**config.mk**
```make
export PLATFORM = sky130hd
export DESIGN_NAME = weighted_two_queue_server
export DESIGN_NICKNAME = d
export VERILOG_FILES = /design/src/rtl/core/wtqs_pkg.sv /design/src/rtl/core/wtqs_ram.sv /design/src/rtl/core/wtqs_ctrl.sv /design/src/rtl/core/wtqs_dp.sv /design/src/rtl/core/weighted_two_queue_server.sv
export SDC_FILE = /design/constraint.sdc
export NUM_CORES = 1
export LEC_CHECK = 0
export BUFFER_PORTS_ARGS = -buffer_cell sky130_fd_sc_hd__buf_2
export CELL_PAD_IN_SITES_DETAIL_PLACEMENT = 0
export CELL_PAD_IN_SITES_GLOBAL_PLACEMENT = 1
export CORE_AREA = 5 5 294 296
export DETAILED_ROUTE_END_ITERATION = 6
export DIE_AREA = 0 0 299 301
export PLACE_DENSITY = 0.8
export SKIP_LAST_GASP = 1
export SLEW_MARGIN = 20
export SYNTH_ARGS = -nofsm -noshare
export SYNTH_HDL_FRONTEND = slang
export SYNTH_HIERARCHICAL = 1
export SYNTH_SLANG_ARGS = --single-unit
```
**constraint.sdc**
```tcl
create_clock -name clk -period 5.53 [get_ports clk]
set_input_delay 1.106 -clock clk [delete_from_list [all_inputs] [get_ports clk]]
set_output_delay 1.106 -clock clk [all_outputs]
set_load 0.05 [all_outputs]
```
**src/rtl/core/wtqs_pkg.sv**
```systemverilog
// Package for the weighted two-queue server.
// Holds the command and status codes, the controller states and the
// structs between controller and datapath. No dependencies.
`timescale 1ns / 1ps

package wtqs_pkg;

	typedef enum logic [1:0] {
		CMD_ENQ_A = 2'd0,
		CMD_ENQ_B = 2'd1,
		CMD_SERVE = 2'd2,
		CMD_POP   = 2'd3
	} cmd_t;

	typedef enum logic [1:0] {
		ST_OK     = 2'd0,
		ST_FULL   = 2'd1,
		ST_NONE   = 2'd2,
		ST_H_FULL = 2'd3
	} status_t;

	typedef enum logic [1:0] {
		SEL_NONE = 2'd0,
		SEL_A    = 2'd1,
		SEL_B    = 2'd2
	} sel_t;

	typedef enum logic [0:0] {
		FSM_IDLE = 1'b0,
		FSM_READ = 1'b1
	} fsm_t;

	localparam logic [3:0] WEIGHT_RESET = 4'd3;

	typedef struct packed {
		logic capture;
		logic commit;
	} ctl_cmd_t;

	typedef struct packed {
		logic out_valid;
	} dp_stat_t;

endpackage

```
**src/rtl/core/wtqs_ram.sv**
```systemverilog
// Generic single-write, single-read RAM with a registered read port.
// No dependencies.
`timescale 1ns / 1ps

module wtqs_ram #(
	parameter int WIDTH = 16,
	parameter int DEPTH = 16
) (
	input  logic                     clk,
	input  logic                     we,
	input  logic [$clog2(DEPTH)-1:0] waddr,
	input  logic [WIDTH-1:0]         wdata,
	input  logic                     re,
	input  logic [$clog2(DEPTH)-1:0] raddr,
	output logic [WIDTH-1:0]         rdata
);

	logic [WIDTH-1:0] mem_q [DEPTH];

	always_ff @(posedge clk) begin
		if (we) begin
			mem_q[waddr] <= wdata;
		end
		if (re) begin
			rdata <= mem_q[raddr];
		end
	end

endmodule

```
**src/rtl/core/wtqs_ctrl.sv**
```systemverilog
// Controller state machine of the weighted two-queue server.
// Depends on wtqs_pkg.
`timescale 1ns / 1ps

module wtqs_ctrl
	import wtqs_pkg::*;
(
	input  logic     clk,
	input  logic     arst_n,
	input  logic     req_valid,
	output logic     req_stall,
	input  logic     rsp_stall,
	input  dp_stat_t stat,
	output ctl_cmd_t ctl
);

	fsm_t state_q, state_d;
	logic can_commit;

	assign can_commit = !stat.out_valid || !rsp_stall;

	always_ff @(posedge clk or negedge arst_n) begin
		if (!arst_n) begin
			state_q <= FSM_IDLE;
		end else begin
			state_q <= state_d;
		end
	end

	always_comb begin
		state_d = state_q;
		unique case (state_q)
			FSM_IDLE: begin
				if (req_valid) state_d = FSM_READ;
			end
			FSM_READ: begin
				if (can_commit) state_d = FSM_IDLE;
			end
			default: state_d = FSM_IDLE;
		endcase
	end

	always_comb begin
		req_stall   = 1'b1;
		ctl.capture = 1'b0;
		ctl.commit  = 1'b0;
		unique case (state_q)
			FSM_IDLE: begin
				req_stall   = 1'b0;
				ctl.capture = req_valid;
			end
			FSM_READ: begin
				ctl.commit = can_commit;
			end
			default: ;
		endcase
	end

endmodule

```
**src/rtl/core/wtqs_dp.sv**
```systemverilog
// Datapath of the weighted two-queue server: queue and history pointers,
// round phase, weight register, the three RAMs and the result register.
// Depends on wtqs_pkg and wtqs_ram.
`timescale 1ns / 1ps

module wtqs_dp
	import wtqs_pkg::*;
#(
	parameter int QUEUE_DEPTH   = 16,
	parameter int HISTORY_DEPTH = 32
) (
	input  logic        clk,
	input  logic        arst_n,
	input  ctl_cmd_t    ctl,
	output dp_stat_t    stat,
	input  cmd_t        cmd,
	input  logic [15:0] item_id,
	input  logic        cfg_we,
	input  logic [3:0]  cfg_wdata,
	input  logic        rsp_stall,
	output logic [15:0] out_id,
	output logic        from_queue,
	output status_t     status
);

	localparam int QAW = $clog2(QUEUE_DEPTH);
	localparam int QCW = $clog2(QUEUE_DEPTH + 1);
	localparam int HAW = $clog2(HISTORY_DEPTH);
	localparam int HTW = $clog2(HISTORY_DEPTH + 1);
	localparam logic [QAW-1:0] Q_LAST = QAW'(QUEUE_DEPTH - 1);
	localparam logic [QCW-1:0] Q_FULL = QCW'(QUEUE_DEPTH);
	localparam logic [HTW-1:0] H_FULL = HTW'(HISTORY_DEPTH);

	logic [3:0]     weight_q;
	logic [3:0]     phase_q;
	logic [QAW-1:0] a_head_q, a_tail_q, b_head_q, b_tail_q;
	logic [QCW-1:0] a_cnt_q, b_cnt_q;
	logic [HTW-1:0] top_q;

	cmd_t        cmd_s1;
	logic [15:0] id_s1;
	sel_t        sel_s1;
	logic [3:0]  phase_s1;

	logic        out_valid_q;
	logic [15:0] out_id_q;
	logic        from_q_q;
	status_t     status_q;

	sel_t        sel_d;
	logic [3:0]  phase_d;
	logic        a_ne, b_ne;
	logic [15:0] qa_rdata, qb_rdata, h_rdata, served_id;
	logic        qa_we, qb_we, h_we;
	logic [HTW-1:0] top_m1;
	logic [15:0] res_id_d;
	logic        res_q_d;
	status_t     res_st_d;

	assign a_ne   = a_cnt_q != '0;
	assign b_ne   = b_cnt_q != '0;
	assign top_m1 = top_q - HTW'(1);

	always_comb begin
		sel_d   = SEL_NONE;
		phase_d = phase_q;
		priority if (phase_q < weight_q && a_ne) begin
			sel_d   = SEL_A;
			phase_d = phase_q + 4'd1;
		end else if (b_ne) begin
			sel_d   = SEL_B;
			phase_d = 4'd0;
		end else if (a_ne) begin
			sel_d   = SEL_A;
			phase_d = 4'd1;
		end
	end

	assign qa_we = ctl.commit && cmd_s1 == CMD_ENQ_A && a_cnt_q != Q_FULL;
	assign qb_we = ctl.commit && cmd_s1 == CMD_ENQ_B && b_cnt_q != Q_FULL;
	assign h_we  = ctl.commit && cmd_s1 == CMD_SERVE && sel_s1 != SEL_NONE
		&& top_q != H_FULL;
	assign served_id = (sel_s1 == SEL_B) ? qb_rdata : qa_rdata;

	wtqs_ram #(.WIDTH(16), .DEPTH(QUEUE_DEPTH)) u_qa (
		.clk   (clk),
		.we    (qa_we),
		.waddr (a_tail_q),
		.wdata (id_s1),
		.re    (ctl.capture && cmd == CMD_SERVE && sel_d == SEL_A),
		.raddr (a_head_q),
		.rdata (qa_rdata)
	);

	wtqs_ram #(.WIDTH(16), .DEPTH(QUEUE_DEPTH)) u_qb (
		.clk   (clk),
		.we    (qb_we),
		.waddr (b_tail_q),
		.wdata (id_s1),
		.re    (ctl.capture && cmd == CMD_SERVE && sel_d == SEL_B),
		.raddr (b_head_q),
		.rdata (qb_rdata)
	);

	wtqs_ram #(.WIDTH(16), .DEPTH(HISTORY_DEPTH)) u_hist (
		.clk   (clk),
		.we    (h_we),
		.waddr (top_q[HAW-1:0]),
		.wdata (served_id),
		.re    (ctl.capture && cmd == CMD_POP && top_q != '0),
		.raddr (top_m1[HAW-1:0]),
		.rdata (h_rdata)
	);

	always_ff @(posedge clk) begin
		if (ctl.capture) begin
			cmd_s1   <= cmd;
			id_s1    <= item_id;
			sel_s1   <= sel_d;
			phase_s1 <= phase_d;
		end
	end

	always_ff @(posedge clk or negedge arst_n) begin
		if (!arst_n) begin
			weight_q    <= WEIGHT_RESET;
			phase_q     <= '0;
			a_head_q    <= '0;
			a_tail_q    <= '0;
			a_cnt_q     <= '0;
			b_head_q    <= '0;
			b_tail_q    <= '0;
			b_cnt_q     <= '0;
			top_q       <= '0;
			out_valid_q <= 1'b0;
		end else begin
			if (cfg_we) weight_q <= cfg_wdata;
			if (out_valid_q && !rsp_stall && !ctl.commit) out_valid_q <= 1'b0;
			if (ctl.commit) begin
				out_valid_q <= 1'b1;
				unique case (cmd_s1)
					CMD_ENQ_A: begin
						if (qa_we) begin
							a_tail_q <= (a_tail_q == Q_LAST) ? '0 : a_tail_q + QAW'(1);
							a_cnt_q  <= a_cnt_q + QCW'(1);
						end
					end
					CMD_ENQ_B: begin
						if (qb_we) begin
							b_tail_q <= (b_tail_q == Q_LAST) ? '0 : b_tail_q + QAW'(1);
							b_cnt_q  <= b_cnt_q + QCW'(1);
						end
					end
					CMD_SERVE: begin
						if (sel_s1 != SEL_NONE) phase_q <= phase_s1;
						if (sel_s1 == SEL_A) begin
							a_head_q <= (a_head_q == Q_LAST) ? '0 : a_head_q + QAW'(1);
							a_cnt_q  <= a_cnt_q - QCW'(1);
						end
						if (sel_s1 == SEL_B) begin
							b_head_q <= (b_head_q == Q_LAST) ? '0 : b_head_q + QAW'(1);
							b_cnt_q  <= b_cnt_q - QCW'(1);
						end
						if (h_we) top_q <= top_q + HTW'(1);
					end
					CMD_POP: begin
						if (top_q != '0) top_q <= top_m1;
					end
					default: ;
				endcase
			end
		end
	end

	always_comb begin
		res_id_d = '0;
		res_q_d  = 1'b0;
		res_st_d = ST_OK;
		unique case (cmd_s1)
			CMD_ENQ_A: begin
				if (!qa_we) res_st_d = ST_FULL;
			end
			CMD_ENQ_B: begin
				if (!qb_we) res_st_d = ST_FULL;
			end
			CMD_SERVE: begin
				if (sel_s1 == SEL_NONE) begin
					res_st_d = ST_NONE;
				end else begin
					res_id_d = served_id;
					res_q_d  = sel_s1 == SEL_B;
					if (!h_we) res_st_d = ST_H_FULL;
				end
			end
			CMD_POP: begin
				if (top_q != '0) begin
					res_id_d = h_rdata;
				end else begin
					res_st_d = ST_NONE;
				end
			end
			default: ;
		endcase
	end

	always_ff @(posedge clk) begin
		if (ctl.commit) begin
			out_id_q <= res_id_d;
			from_q_q <= res_q_d;
			status_q <= res_st_d;
		end
	end

	assign stat.out_valid = out_valid_q;
	assign out_id         = out_id_q;
	assign from_queue     = from_q_q;
	assign status         = status_q;

	a_cnt_bound: assert property (@(posedge clk) disable iff (!arst_n)
		a_cnt_q <= Q_FULL) else $error("queue A count exceeds depth");

	b_cnt_bound: assert property (@(posedge clk) disable iff (!arst_n)
		b_cnt_q <= Q_FULL) else $error("queue B count exceeds depth");

	top_bound: assert property (@(posedge clk) disable iff (!arst_n)
		top_q <= H_FULL) else $error("history top exceeds depth");

	commit_shows: assert property (@(posedge clk) disable iff (!arst_n)
		ctl.commit |=> out_valid_q) else $error("committed result not presented");

	no_overwrite: assert property (@(posedge clk) disable iff (!arst_n)
		ctl.commit |-> (!out_valid_q || !rsp_stall))
		else $error("result register overwritten while stalled");

endmodule

```
**src/rtl/core/weighted_two_queue_server.sv**
```systemverilog
// Top level of the weighted two-queue server.
// Depends on wtqs_pkg, wtqs_ctrl and wtqs_dp.
//
// channel   valid      stall      payload
// request   req_valid  req_stall  cmd, item_id
// response  rsp_valid  rsp_stall  out_id, from_queue, status
// config    cfg_we     -          cfg_wdata (weight_a)
//
// Each transaction is captured in FSM_IDLE, which reads the queue or history RAM,
// and committed in FSM_READ, because every RAM read is registered.
// The response register lets the next request be captured while a result waits.
// A stalled response holds the following transaction in its commit cycle.
// Reset clears pointers, counts and phase and sets the weight to WEIGHT_RESET; RAM contents are not cleared.
`timescale 1ns / 1ps

module weighted_two_queue_server
	import wtqs_pkg::*;
#(
	parameter int QUEUE_DEPTH   = 16,
	parameter int HISTORY_DEPTH = 32
) (
	input  logic        clk,
	input  logic        arst_n,
	input  logic        req_valid,
	output logic        req_stall,
	input  logic [1:0]  cmd,
	input  logic [15:0] item_id,
	output logic        rsp_valid,
	input  logic        rsp_stall,
	output logic [15:0] out_id,
	output logic        from_queue,
	output logic [1:0]  status,
	input  logic        cfg_we,
	input  logic [3:0]  cfg_wdata
);

	ctl_cmd_t ctl;
	dp_stat_t stat;
	status_t  status_e;

	wtqs_ctrl u_ctrl (
		.clk       (clk),
		.arst_n    (arst_n),
		.req_valid (req_valid),
		.req_stall (req_stall),
		.rsp_stall (rsp_stall),
		.stat      (stat),
		.ctl       (ctl)
	);

	wtqs_dp #(
		.QUEUE_DEPTH   (QUEUE_DEPTH),
		.HISTORY_DEPTH (HISTORY_DEPTH)
	) u_dp (
		.clk        (clk),
		.arst_n     (arst_n),
		.ctl        (ctl),
		.stat       (stat),
		.cmd        (cmd_t'(cmd)),
		.item_id    (item_id),
		.cfg_we     (cfg_we),
		.cfg_wdata  (cfg_wdata),
		.rsp_stall  (rsp_stall),
		.out_id     (out_id),
		.from_queue (from_queue),
		.status     (status_e)
	);

	assign rsp_valid = stat.out_valid;
	assign status    = status_e;

endmodule

```
Yosys cells after proc, flatten, opt, wreduce, memory -nomap -nowiden
Memory sizes are Yosys's and may differ from the RTL's. A register that Yosys moved wholly into a read port is not among the register bits.
Cells that the tools add are included.
{"block": "word_totals", "in_bits": 27, "ramBits": 1024, "regBits": 85, "mem_count": 3, "latch_bits": 0, "romBits": 0}
{"memory": "u_dp.u_hist.mem_q", "words": 32, "width": 16, "read_ports": 1, "rd_ports_with_merged_regs": 1, "write_ports": 1, "line": "wtqs_ram.sv:18", "rtl": "logic [WIDTH-1:0] mem_q [DEPTH];"}
{"memory": "u_dp.u_qa.mem_q", "words": 16, "width": 16, "read_ports": 1, "rd_ports_with_merged_regs": 1, "write_ports": 1, "line": "wtqs_ram.sv:18"}
{"memory": "u_dp.u_qb.mem_q", "words": 16, "width": 16, "read_ports": 1, "rd_ports_with_merged_regs": 1, "write_ports": 1, "line": "wtqs_ram.sv:18"}
{"block": "classes", "n_bitwise": 2, "n_shift": 0, "n_mux": 43, "n_eq_ne": 22, "mul": 0, "n_div": 0, "reduce_logical": 38, "addsub": 11, "n_lt_le_gt_ge": 1}
{"op": "$mux W16", "count": 3}
{"op": "$pmux W16 S2", "count": 1}
{"op": "$mux W4", "count": 7}
{"op": "$add A4 B1 Y4 const B", "count": 5}
{"op": "$mux W5", "count": 4}
{"op": "$pmux W5 S2", "count": 2}
{"op": "$eq A4 B4 Y1 const B", "count": 4}
{"op": "$mux W1", "count": 16}
{"op": "$logic_and A1 B1 Y1", "count": 15}
{"op": "$reduce_and A3 Y1", "count": 5}
{"op": "$eq A2 B2 Y1 const B", "count": 6}
{"op": "$mux W6", "count": 2}
{"op": "$pmux W6 S2", "count": 1}
{"op": "$reduce_and A4 Y1", "count": 3}
{"op": "$add A5 B1 Y5 const B", "count": 2}
{"op": "$mux W2", "count": 5}
{"op": "$ne A5 B5 Y1 const B", "count": 2}
{"op": "$reduce_bool A2 Y1", "count": 5}
{"op": "$reduce_bool A5 Y1", "count": 2}
{"op": "$sub A5 B1 Y5 const B", "count": 2}
{"op": "$ne A2 B1 Y1 const B", "count": 4}
{"op": "$pmux W2 S4", "count": 1}
{"op": "$add A6 B1 Y6 const B", "count": 1}
{"op": "$eq A2 B1 Y1 const B", "count": 3}
{"op": "11 further kinds", "count": 16}

Depth between registers and ports, before layout
Gate-level depths: netlist (run 1).
{"block": "depth", "depth_word": 9, "depth_mapped": 11, "ltp_nobuf": 8}

Hierarchy
Netlist (run 1), hierarchy kept.
{"mod": "wtqs_ram at u_dp.u_hist", "seq_area_each_um2": 15855.2, "cells_per_inst": 1144, "instances": 1, "area_per_inst_um2": 20693.6}
{"mod": "wtqs_ram at u_dp.u_qa ...", "seq_area_each_um2": 8167.8, "cells_per_inst": 432, "instances": 2, "area_per_inst_um2": 10203.5}
{"mod": "wtqs_dp", "seq_area_each_um2": 2319.7, "cells_per_inst": 319, "instances": 1, "area_per_inst_um2": 4169.0}
{"mod": "wtqs_ctrl", "seq_area_each_um2": 25.0, "cells_per_inst": 4, "instances": 1, "area_per_inst_um2": 50.0}

Worst setup path before layout (run 1)
OpenSTA, ideal clock, no wires.
{"block": "synth_path", "path_type": "input-to-reg", "from": "input port rsp_stall", "to": "memory u_dp.u_qa.mem_q[0][0] (enable)", "path_buffers": 0, "required_time_ps": 5121, "setup_time_ps": 409, "stages": 5, "path_slack_ps": -298, "arrival_time_ps": 5419, "cell_sequence": "a21boi_0 -> inv_1 -> a2111oi_4 -> or3b_2 -> nor3_1"}
{"block": "synth_via", "elab_chain_cells": 7}
{"element": "start, declared", "line": "weighted_two_queue_server.sv:29", "rtl": "input logic rsp_stall,"}
{"element": "$logic_not A1 Y1", "line": "wtqs_ctrl.sv:20", "rtl": "assign can_commit = !stat.out_valid || !rsp_stall;"}
{"element": "$logic_or A1 B1 Y1", "line": "wtqs_ctrl.sv:20"}
{"element": "$mux W1", "line": "wtqs_ctrl.sv:47", "rtl": "unique case (state_q)"}
{"element": "$logic_and A1 B1 Y1 (2 in a row)", "line": "wtqs_dp.sv:79", "rtl": "assign qa_we = ctl.commit && cmd_s1 == CMD_ENQ_A && a_cnt_q != Q_FULL;"}
{"element": "net u_dp.qa_we", "line": "wtqs_dp.sv:54", "rtl": "logic qa_we, qb_we, h_we;"}
{"element": "$mux W1", "line": "wtqs_ram.sv:21", "rtl": "if (we) begin"}
{"element": "$mux W1 (implied by the code)", "line": "wtqs_ram.sv:22", "rtl": "mem_q[waddr] <= wdata;"}
{"element": "end, declared", "line": "wtqs_ram.sv:18"}
The timed path passes the listed nets, and every way through them passes these cells.

Worst setup path in the final report (run 1)
{"block": "layout_path", "from": "register u_dp.top_q[0]", "to": "register u_dp.u_hist.rdata[13], read port of u_dp.u_hist.mem_q, data pin"}
{"element": "start, declared", "line": "wtqs_dp.sv:38", "rtl": "logic [HTW-1:0] top_q;"}
{"element": "start signal, assigned", "line": "wtqs_dp.sv:164", "rtl": "if (h_we) top_q <= top_q + HTW'(1);"}
{"element": "start signal, assigned", "line": "wtqs_dp.sv:167", "rtl": "if (top_q != '0) top_q <= top_m1;"}
{"element": "$sub A6 B1 Y6", "line": "wtqs_dp.sv:62", "rtl": "assign top_m1 = top_q - HTW'(1);"}
{"element": "net u_dp.top_m1[0]", "line": "wtqs_dp.sv:55", "rtl": "logic [HTW-1:0] top_m1;"}
{"element": "end, declared", "line": "wtqs_ram.sv:15", "rtl": "output logic [WIDTH-1:0] rdata"}
The timed path passes the listed nets, and every way through them passes these cells.
A chain may end at the register's enable or synchronous reset.

==> results of run 1 <==
worst paths after layout:
path                                       start                    end  slack (ns)
max in group asynchronous                 arst_n       u_dp/a_head_q[0]        4.60
worst max register to register     u_dp/top_q[0]  u_dp/u_hist/rdata[13]        1.40
worst min-delay path                      arst_n        u_dp/b_cnt_q[1]        0.45
worst max-delay path               u_dp/top_q[0]  u_dp/u_hist/rdata[13]        1.40
worst min register to register  u_dp/phase_s1[3]        u_dp/phase_q[3]        0.47
min in group clk                u_dp/phase_s1[3]        u_dp/phase_q[3]        0.47
layout make-up:
cell class / count / share of cell area, %
inverters: 11 / 0.0962
clock buffers: 137 / 5.83
well taps: 1080 / 2.66
repair buffers: 151 / 2.31
diodes: 1 / 0.00493
flip-flops and latches: 1157 / 68.1
multi-input cells: 1044 / 19.7
clock inverters: 70 / 1.37
state kept, by name, indices dropped and copies added, names as in the netlist, 4 cells and up:
register	count
u_dp/u_hist/mem_q	512
u_dp/u_qa/mem_q	256
u_dp/u_qb/mem_q	256
u_dp/id_s1	16
u_dp/out_id	16
u_dp/u_hist/rdata	16
u_dp/u_qa/rdata	16
u_dp/u_qb/rdata	16
u_dp/top_q	6
u_dp/a_cnt_q	5
u_dp/b_cnt_q	5
u_dp/a_head_q	4
u_dp/a_tail_q	4
u_dp/b_head_q	4
u_dp/b_tail_q	4
u_dp/phase_q	4
u_dp/phase_s1	4
u_dp/weight_q	4
metrics by stage:
stage / area [um2] / cells / worst slack [ns] / power, mW / hold slack, ns
3_5_place_dp: 46800 / 3429 / 1.43 / 18.1 / 0.463
3_3_place_gp: 46800 / 3429 / 1.53 / 17.9 / 0.457
5_1_grt: 50700 / 3650 / 1.24 / 26.4 / 0.475
4_1_cts: 50500 / 3636 / 1.42 / 25.5 / 0.482
2_1_floorplan: 45300 / 2331 / 0.402 / 16.1 / 0.454
6_report: 50700 / 3651 / 1.40 / 25.5 / 0.454
worst max-delay path: cells and delay by family (launching register included):
kind                     cells  cell delay [ns]
flip-flops                   1             0.50
XOR/XNOR                     1             0.51
adder cells (fa/ha/maj)      1             0.34
AO/OA/AOI/OAI                2             0.39
buffers and inverters        2             1.00
AND/OR/NAND/NOR              2             1.08
synth_stat cells (12+ instances only):
cell type / number / area [um2]
sky130_fd_sc_hd__nand3_1: 41 / 205
sky130_fd_sc_hd__mux2_2: 33 / 372
sky130_fd_sc_hd__a22oi_1: 128 / 961
sky130_fd_sc_hd__nand2_1: 93 / 349
sky130_fd_sc_hd__o21ai_0: 14 / 70.1
sky130_fd_sc_hd__clkbuf_1: 30 / 113
sky130_fd_sc_hd__buf_2: 28 / 140
sky130_fd_sc_hd__xnor2_1: 20 / 175
sky130_fd_sc_hd__mux2i_1: 256 / 2560
sky130_fd_sc_hd__nor3_1: 26 / 130
sky130_fd_sc_hd__mux4_1: 20 / 526
sky130_fd_sc_hd__buf_6: 17 / 191
sky130_fd_sc_hd__nand2b_1: 12 / 75.1
sky130_fd_sc_hd__a31oi_1: 21 / 131
sky130_fd_sc_hd__nand4_1: 20 / 125
sky130_fd_sc_hd__buf_4: 27 / 203
sky130_fd_sc_hd__dfrtp_1: 40 / 1000
sky130_fd_sc_hd__mux4_2: 108 / 2430
sky130_fd_sc_hd__a21oi_1: 43 / 215
sky130_fd_sc_hd__ha_1: 17 / 213
sky130_fd_sc_hd__edfxtp_1: 1115 / 33500
sky130_fd_sc_hd__a22o_1: 50 / 438
sky130_fd_sc_hd__nor2_1: 75 / 282
kinds of logic (layout without fill, tap and decap cells):
logic type | Yosys count | after routing | share of synthesized area [%]
XOR/XNOR | 24 | 24 | 0.464
other | 0 | 1 | 0
adder cells (fa/ha/maj) | 19 | 19 | 0.558
multiplexers | 418 | 418 | 13.0
AND/OR/NAND/NOR | 309 | 309 | 3.30
flip-flops | 1157 | 1157 | 76.2
AO/OA/AOI/OAI | 274 | 274 | 4.45
buffers and inverters | 130 | 369 | 1.99
report_power, final:
group | internal [mW] | switching [mW]
Sequential | 10.3 | 0.605
Clock | 4.36 | 3.13
Combinational | 2.70 | 4.32
Total | 17.4 | 8.06
per-layer routing:
| layer | vias up | GRT usage, % |
|---|---|---|
| met5 | - | 0 |
| met4 | 2 | 5.90 |
| met3 | 158 | 3.60 |
| met2 | 926 | 36.7 |
| met1 | 11800 | 30.6 |
| li1 | 9787 | - |
cell usage in the layout, fill, tap and decap left out, types with 21 or more instances in the layout:
cell type / instances
sky130_fd_sc_hd__a22oi_1: 128
sky130_fd_sc_hd__mux4_2: 108
sky130_fd_sc_hd__a31oi_1: 21
sky130_fd_sc_hd__clkinv_1: 28
sky130_fd_sc_hd__clkbuf_16: 113
sky130_fd_sc_hd__buf_4: 91
sky130_fd_sc_hd__nor2_1: 74
sky130_fd_sc_hd__a21oi_1: 43
sky130_fd_sc_hd__a22o_1: 50
sky130_fd_sc_hd__mux2_2: 33
sky130_fd_sc_hd__buf_2: 46
sky130_fd_sc_hd__edfxtp_1: 1115
sky130_fd_sc_hd__nand2_1: 93
sky130_fd_sc_hd__mux2i_1: 256
sky130_fd_sc_hd__nand3_1: 41
sky130_fd_sc_hd__dfrtp_1: 36
==> metrics.md, run 1 <==
| Metric | Value |
|---|---|
| Number of top-level design ports | `48` |
| Final Skew | `between 0.02 and 0.025 ns` |
| Required time at the endpoint of the critical path | `~5.9 ns` |
| DRC violation total after the first TritonRoute iteration | `2,527` |
| Unique cell type count in the Yosys netlist | `between 50 and 60` |
| Met3 wirelength from detailed routing | `7180 um` |
| Headroom to the max-slew limit | `27.5%` |
| Number of synthesized register bits | `around 1,200` |
| Uppermost metal layer occupied by signal nets | `met5` |
| Count of flip-flops with a built-in enable after synthesis | `~1,100` |
| Leading register cell type out of synthesis | `sky130_fd_sc_hd__edfxtp_1` |
| Cells resized by post-CTS repair | `0` |
| Core footprint | `roughly 83,000 um2` |
| Die outline area | `between 80,000 and 90,000 um2` |
| Synth Cell Area | `about 45,000 um2` |
| Aggregate negative setup slack | `0 ns` |
| Maximum fanout count along the critical path | `96` |
| CTS tree | `yes` |
| Root Driver | `sky130_fd_sc_hd__clkbuf_16` |
| Startpoint class of the critical path | `register` |
| Die span in x | `around 300 um` |
| H-tree depth reported by CTS | `3` |
| Avg Vias per Cell | `around 6.2` |
| Slew Viols, Final | `0` |
| Site Rows | `roughly 110` |
| Routed met2 length | `50,400 um` |
| Worst-path cell chain | `inv_8, ha_1, xor2_1, and2_2, buf_4, a21oi_1, a31oi_1, nand3_1` |
| Number of global-route vias before repair | `roughly 22,000` |
| Final hold viol count | `0` |
| Layout fillers | `5,744` |
| Count of TritonRoute iterations in the first routing pass | `5` |
| Min Clock Period, post-route | `a little over 4 ns` |
| Antenna violations before repair | `1` |
| Cell area power density | `~500 nW/um2` |
| Final estimated routing congestion in global placement | `approximately 0.86` |
| Maximum capacitance violations | `0` |
| Maximum VDD drop | `0.000411 V` |
| FMAX | `242 MHz` |
| Area occupied by multi-input gates | `around 10000 um2` |
| Clock insertion delay at the later pin of the skew report | `between 0.6 and 0.7 ns` |
| Port Buf Inserts | `47` |
| Delay contributed by the slowest stage of the critical path | `roughly 0.95 ns` |
| Worst slew pin tran | `1.09 ns` |
| Number of remaining DRC errors | `0` |
| Fraction of final layout cells sized beyond drive strength 1 | `19.1%` |
| # setup viols final | `0` |
| TritonCTS buffer count | `~110` |
| Clock Pin Slew Worst Setup and Hold Paths | `roughly 0.060 ns` |
| Largest net degree at the start of global routing | `97` |
| Post-synth net total | `~2,400` |
| Number of nets still failing antenna checks after routing | `0` |
| Critical Path AT | `4.52 ns` |
| Clock sink total | `1,157` |
| Syn_area_per_cell | `a little under 20 um2` |
| Half-perimeter wire length after detailed placement | `between 60,000 and 70,000 um` |
| Post-layout utilization of the core | `between 60% and 70%` |
| Synthesis-to-layout area growth | `12.0%` |
| Hold Crit Class | `in2async` |
| Hold-fix buffers, CTS | `0` |
| Cells on worst reg2reg path | `8` |
| Outcome | `completed` |
| Post-CTS setup-driven buffer insertion count | `0` |
| Global-route wire length before repair | `roughly 150,000 um` |
| Instance count of the mapped netlist | `2,331` |
| Via count | `around 23,000` |
| Nets | `approximately 2,500` |
| Pleak | `between 15 and 20 nW` |
| Unrepaired setup endpoints after global routing | `false` |
| Global routing usage summed across all routing layers | `between 20% and 30%` |
| Starting Density | `a little over half` |
| Startpoint-to-endpoint class of the critical path | `reg2reg` |
| Vert. Die Dim | `around 300 um` |
| Setup crit end kind | `register` |
| Final Routed Wirelength | `100,000 um` |
| Clock buffer depth | `3` |
| FF/Latch Area | `approximately 35,000 um2` |
| Post-synth ARST share | `under 10%` |
| Register area share after synthesis | `76.2%` |
| Synth Warn # | `6` |
| Critical-path cell with the highest stage delay | `sky130_fd_sc_hd__and2_2` |
| Fin crit share | `between 70% and 80%` |
| GRT Residual Overflow | `0` |
| Wire length per cell | `27.5 um` |
| M1 WL | `around 40,000 um` |
No activity file was read; power rests on OpenSTA's default activity.
==> run 2, diff against run 1 <==
--- a/config.mk
+++ b/config.mk
@@ -8,10 +8,10 @@
 export BUFFER_PORTS_ARGS = -buffer_cell sky130_fd_sc_hd__buf_2
 export CELL_PAD_IN_SITES_DETAIL_PLACEMENT = 0
 export CELL_PAD_IN_SITES_GLOBAL_PLACEMENT = 1
-export CORE_AREA = 5 5 294 296
+export CORE_AREA = 5 5 308 310
 export DETAILED_ROUTE_END_ITERATION = 6
-export DIE_AREA = 0 0 299 301
-export PLACE_DENSITY = 0.8
+export DIE_AREA = 0 0 313 315
+export PLACE_DENSITY = 0.77
 export SKIP_LAST_GASP = 1
 export SLEW_MARGIN = 20
 export SYNTH_ARGS = -nofsm -noshare
==> constraint.sdc (replaced) <==
create_clock -name clk -period 3.3 [get_ports clk]
set_input_delay 0.66 -clock clk [delete_from_list [all_inputs] [get_ports clk]]
set_output_delay 0.66 -clock clk [all_outputs]
set_load 0.05 [all_outputs]
==> run 2 against run 1 <==
Critical path depth is 2 lower. Register-to-register slack got worse by 1.1 ns. Maximum frequency increased by 37%. Clock skew grew 0.00091 ns. Die area is 9.6% higher. Flip-flop and latch count did not move. Cell area rose by 1.1%. Sequential power increased by 65%. Cell count is 3.6% higher. Non-clock buffer count rose by 36. Global-route usage shrank 1.4 points. Critical path type unchanged. Largest power group unchanged.
==> metrics.md, run 2 (synthesis results as in run 1) <==
| Metric | Value |
|---|---|
| Final hold slack | `0.171 ns (-0.283 ns)` |
| Hold Crit Class | `in2reg` |
| Pleak | `17.2 nW (+1.1%)` |
| Final hold viol count | `0 (unchanged)` |
| Die outline area | `98,600 um2 (+9.6%)` |
| Antenna cells | `0 (-1)` |
| Startpoint class of the critical path | `register` |
| Final estimated routing congestion in global placement | `0.892 (+3.3%)` |
| Global routing usage summed across all routing layers | `20.5% (-1.4 points)` |
| FMAX | `332 MHz (+37%)` |
| R2R Setup Slk | `0.29 ns (-1.11 ns)` |
| Clock sink total | `1,157 (unchanged)` |
| Max FFs per register | `512 (unchanged)` |
| Unrepaired setup endpoints after global routing | `false` |
| Number of remaining DRC errors | `0 (unchanged)` |
| TritonCTS buffer count | `109 (-1.8%)` |
| Layout fillers | `6,771 (+18%)` |
| Cell area power density | `848 nW/um2 (+69%)` |
| Worst slew pin tran | `1.02 ns (-0.0665 ns)` |
| Critical register-to-register path startpoint | `u_dp/top_q[0]` |
| Clock buffer depth | `3 (unchanged)` |
| Startpoint-to-endpoint class of the critical path | `reg2reg` |
| Required time at the endpoint of the critical path | `3.59 ns (-2.33 ns)` |
| Post-CTS setup-driven buffer insertion count | `0 (unchanged)` |
| # setup viols final | `0 (unchanged)` |
| Antenna violations before repair | `2 (+1)` |
| FF/Latch Area | `34,500 um2 (about the same)` |
| Capturing point of the worst reg2reg path | `u_dp/u_hist/mem_q[12][2]` |
| Clock insertion delay at the later pin of the skew report | `0.68 ns (about the same)` |
| Area occupied by multi-input gates | `10,000 um2 (+0.64%)` |
| Root Driver | `sky130_fd_sc_hd__clkbuf_16` |
| DP Worst Slack | `0.209 ns (-1.23 ns)` |
| Startpoint of the lowest-slack hold path | `item_id[8]` |
| Final Skew | `0.0253 ns (+0.000907 ns)` |
| Vert. Die Dim | `315 um (+4.7%)` |
| Setup crit end kind | `register` |
| Synthesis-to-layout area growth | `13.1%` |
| Core footprint | `91,400 um2 (+9.7%)` |
| Die span in x | `313 um (+4.7%)` |
| Final critical-path setup slack | `0.292 ns (-1.11 ns)` |
| Top reg by flops | `u_dp/u_hist/mem_q` |
| Avg Vias per Cell | `5.99 (-3.5%)` |
| Headroom to the max-slew limit | `32.0% (+4.4 points)` |
| Nets | `2,556 (+1.3%)` |
| Number of global-route vias before repair | `23,000 (+2.3%)` |
| Top library cells by usage in the layout, fill and taps aside | `sky130_fd_sc_hd__edfxtp_1, sky130_fd_sc_hd__mux2i_1, sky130_fd_sc_hd__a22oi_1` |
| Site Rows | `111 (+4.7%)` |
| Number of top-level design ports | `48 (unchanged)` |
| Area after detailed placement | `47,400 um2 (+1.3%)` |
| Worst Hold Endpoint | `u_dp/id_s1[8]` |
| Largest registers | `u_dp/u_hist/mem_q (512), u_dp/u_qa/mem_q (256), u_dp/u_qb/mem_q (256)` |
| Fin crit share | `91.2% (+16 points)` |
| CTS tree | `yes` |
| Non-Filler Cell Area, Final | `51,300 um2 (+1.1%)` |
| Most frequent standard cell in the layout excluding fill and tap cells | `sky130_fd_sc_hd__edfxtp_1` |
| H-tree depth reported by CTS | `3 (unchanged)` |
| Number of nets still failing antenna checks after routing | `0 (unchanged)` |
| Count of TritonRoute iterations in the first routing pass | `5 (unchanged)` |
| Cells on worst reg2reg path | `6 (-2)` |
| Final Routed Wirelength | `102,000 um (+1.5%)` |
| Maximum capacitance violations | `0 (unchanged)` |
| Largest net degree at the start of global routing | `103 (+6.2%)` |
| Maximum fanout count along the critical path | `16 (-83%)` |
| Via count | `22,700 (-0.035%)` |
| Maximum VDD drop | `0.000679 V (+65%)` |
| Critical Path AT | `3.30 ns (-1.22 ns)` |
| Outcome | `completed` |
| Hold Path Cell Cnt | `1` |
| DRC violation total after the first TritonRoute iteration | `2,522 (-0.20%)` |
| Port Buf Inserts | `47 (unchanged)` |
| Starting Density | `49.6% (-4.8 points)` |
| Clock Pin Slew Worst Setup and Hold Paths | `0.07 ns (about the same)` |
| Min Clock Period, post-route | `3.01 ns (-1.12 ns)` |
| Slew Viols, Final | `0 (unchanged)` |
| Global-route wire length before repair | `151,000 um (+2.2%)` |
| Half-perimeter wire length after detailed placement | `62,100 um (+3.6%)` |
| Fraction of final layout cells sized beyond drive strength 1 | `20.6% (+1.5 points)` |
| Launch point of the worst path | `u_dp/top_q[0]` |
| GRT Residual Overflow | `0 (unchanged)` |
| Wire length per cell | `26.9 um (-2.0%)` |
run 2: routing by layer:
layer | GRT usage (%) | routed length, um | vias to the layer above
met5 | 0 | 13 | -
met4 | 6.79 | 3430 | 2
met3 | 3.98 | 7250 | 186
met2 | 34.0 | 50700 | 908
met1 | 27.7 | 40400 | 11700
li1 | - | - | 9858
run 2: metrics by stage:
stage	utilization (%)	setup TNS, ns	instances	power (mW)
after CTS	55.9	0	3771	43.7
after floorplan	-	-9.01	2331	27.0
final	56.1	0	3782	43.5
after global placement	51.9	0	3572	30.8
after detailed placement	51.9	0	3573	31.1
after global routing	56.1	0	3782	45.2
run 2: worst max path at each step:
| stage | to | slack (ns) | cells past startpoint |
|---|---|---|---|
| after floorplan | u_dp/u_qa/rdata[0] | -0.28 | 3 |
| final | u_dp/u_hist/mem_q[12][2] | 0.29 | 6 |
| after detailed placement | u_dp/u_hist/mem_q[12][0] | 0.21 | 6 |
| after CTS | u_dp/u_hist/mem_q[12][0] | 0.28 | 6 |
| after global placement | u_dp/u_hist/mem_q[12][2] | 0.27 | 6 |
| after global routing | u_dp/u_hist/mem_q[12][13] | 0.20 | 6 |
run 2: cell type report:
cell class | count | area share (%)
repair buffers | 187 | 2.93
flip-flops and latches | 1157 | 67.4
multi-input cells | 1044 | 19.6
clock inverters | 54 | 1.26
clock buffers | 143 | 5.87
well taps | 1186 | 2.89
inverters | 11 | 0.0952
run 2: worst max-delay path, cell delays in order, from the launching register on:
cell and delay, ns:
sky130_fd_sc_hd__dfrtp_1 0.54, sky130_fd_sc_hd__inv_8 0.13, sky130_fd_sc_hd__ha_1 0.23, sky130_fd_sc_hd__nor4b_4 0.13
sky130_fd_sc_hd__a211oi_2 0.27, sky130_fd_sc_hd__or3b_2 0.76, sky130_fd_sc_hd__nor2_4 0.54
run 2: where the power goes:
part           total (mW)  switching, mW  internal, mW  leakage [nW]
registers            18.0          0.711          17.3          10.6
logic                12.8           7.82          4.96          4.82
clock network        12.7           5.23          7.43          1.77
run 2: repair_timing:
| action | 4_1_cts | 5_1_grt |
|---|---|---|
| hold buffers | 1 | 0 |
| gates resized for setup | 0 | 0 |
| setup endpoints to repair | 0 | 0 |
| endpoints found under the hold margin | 22 | 0 |
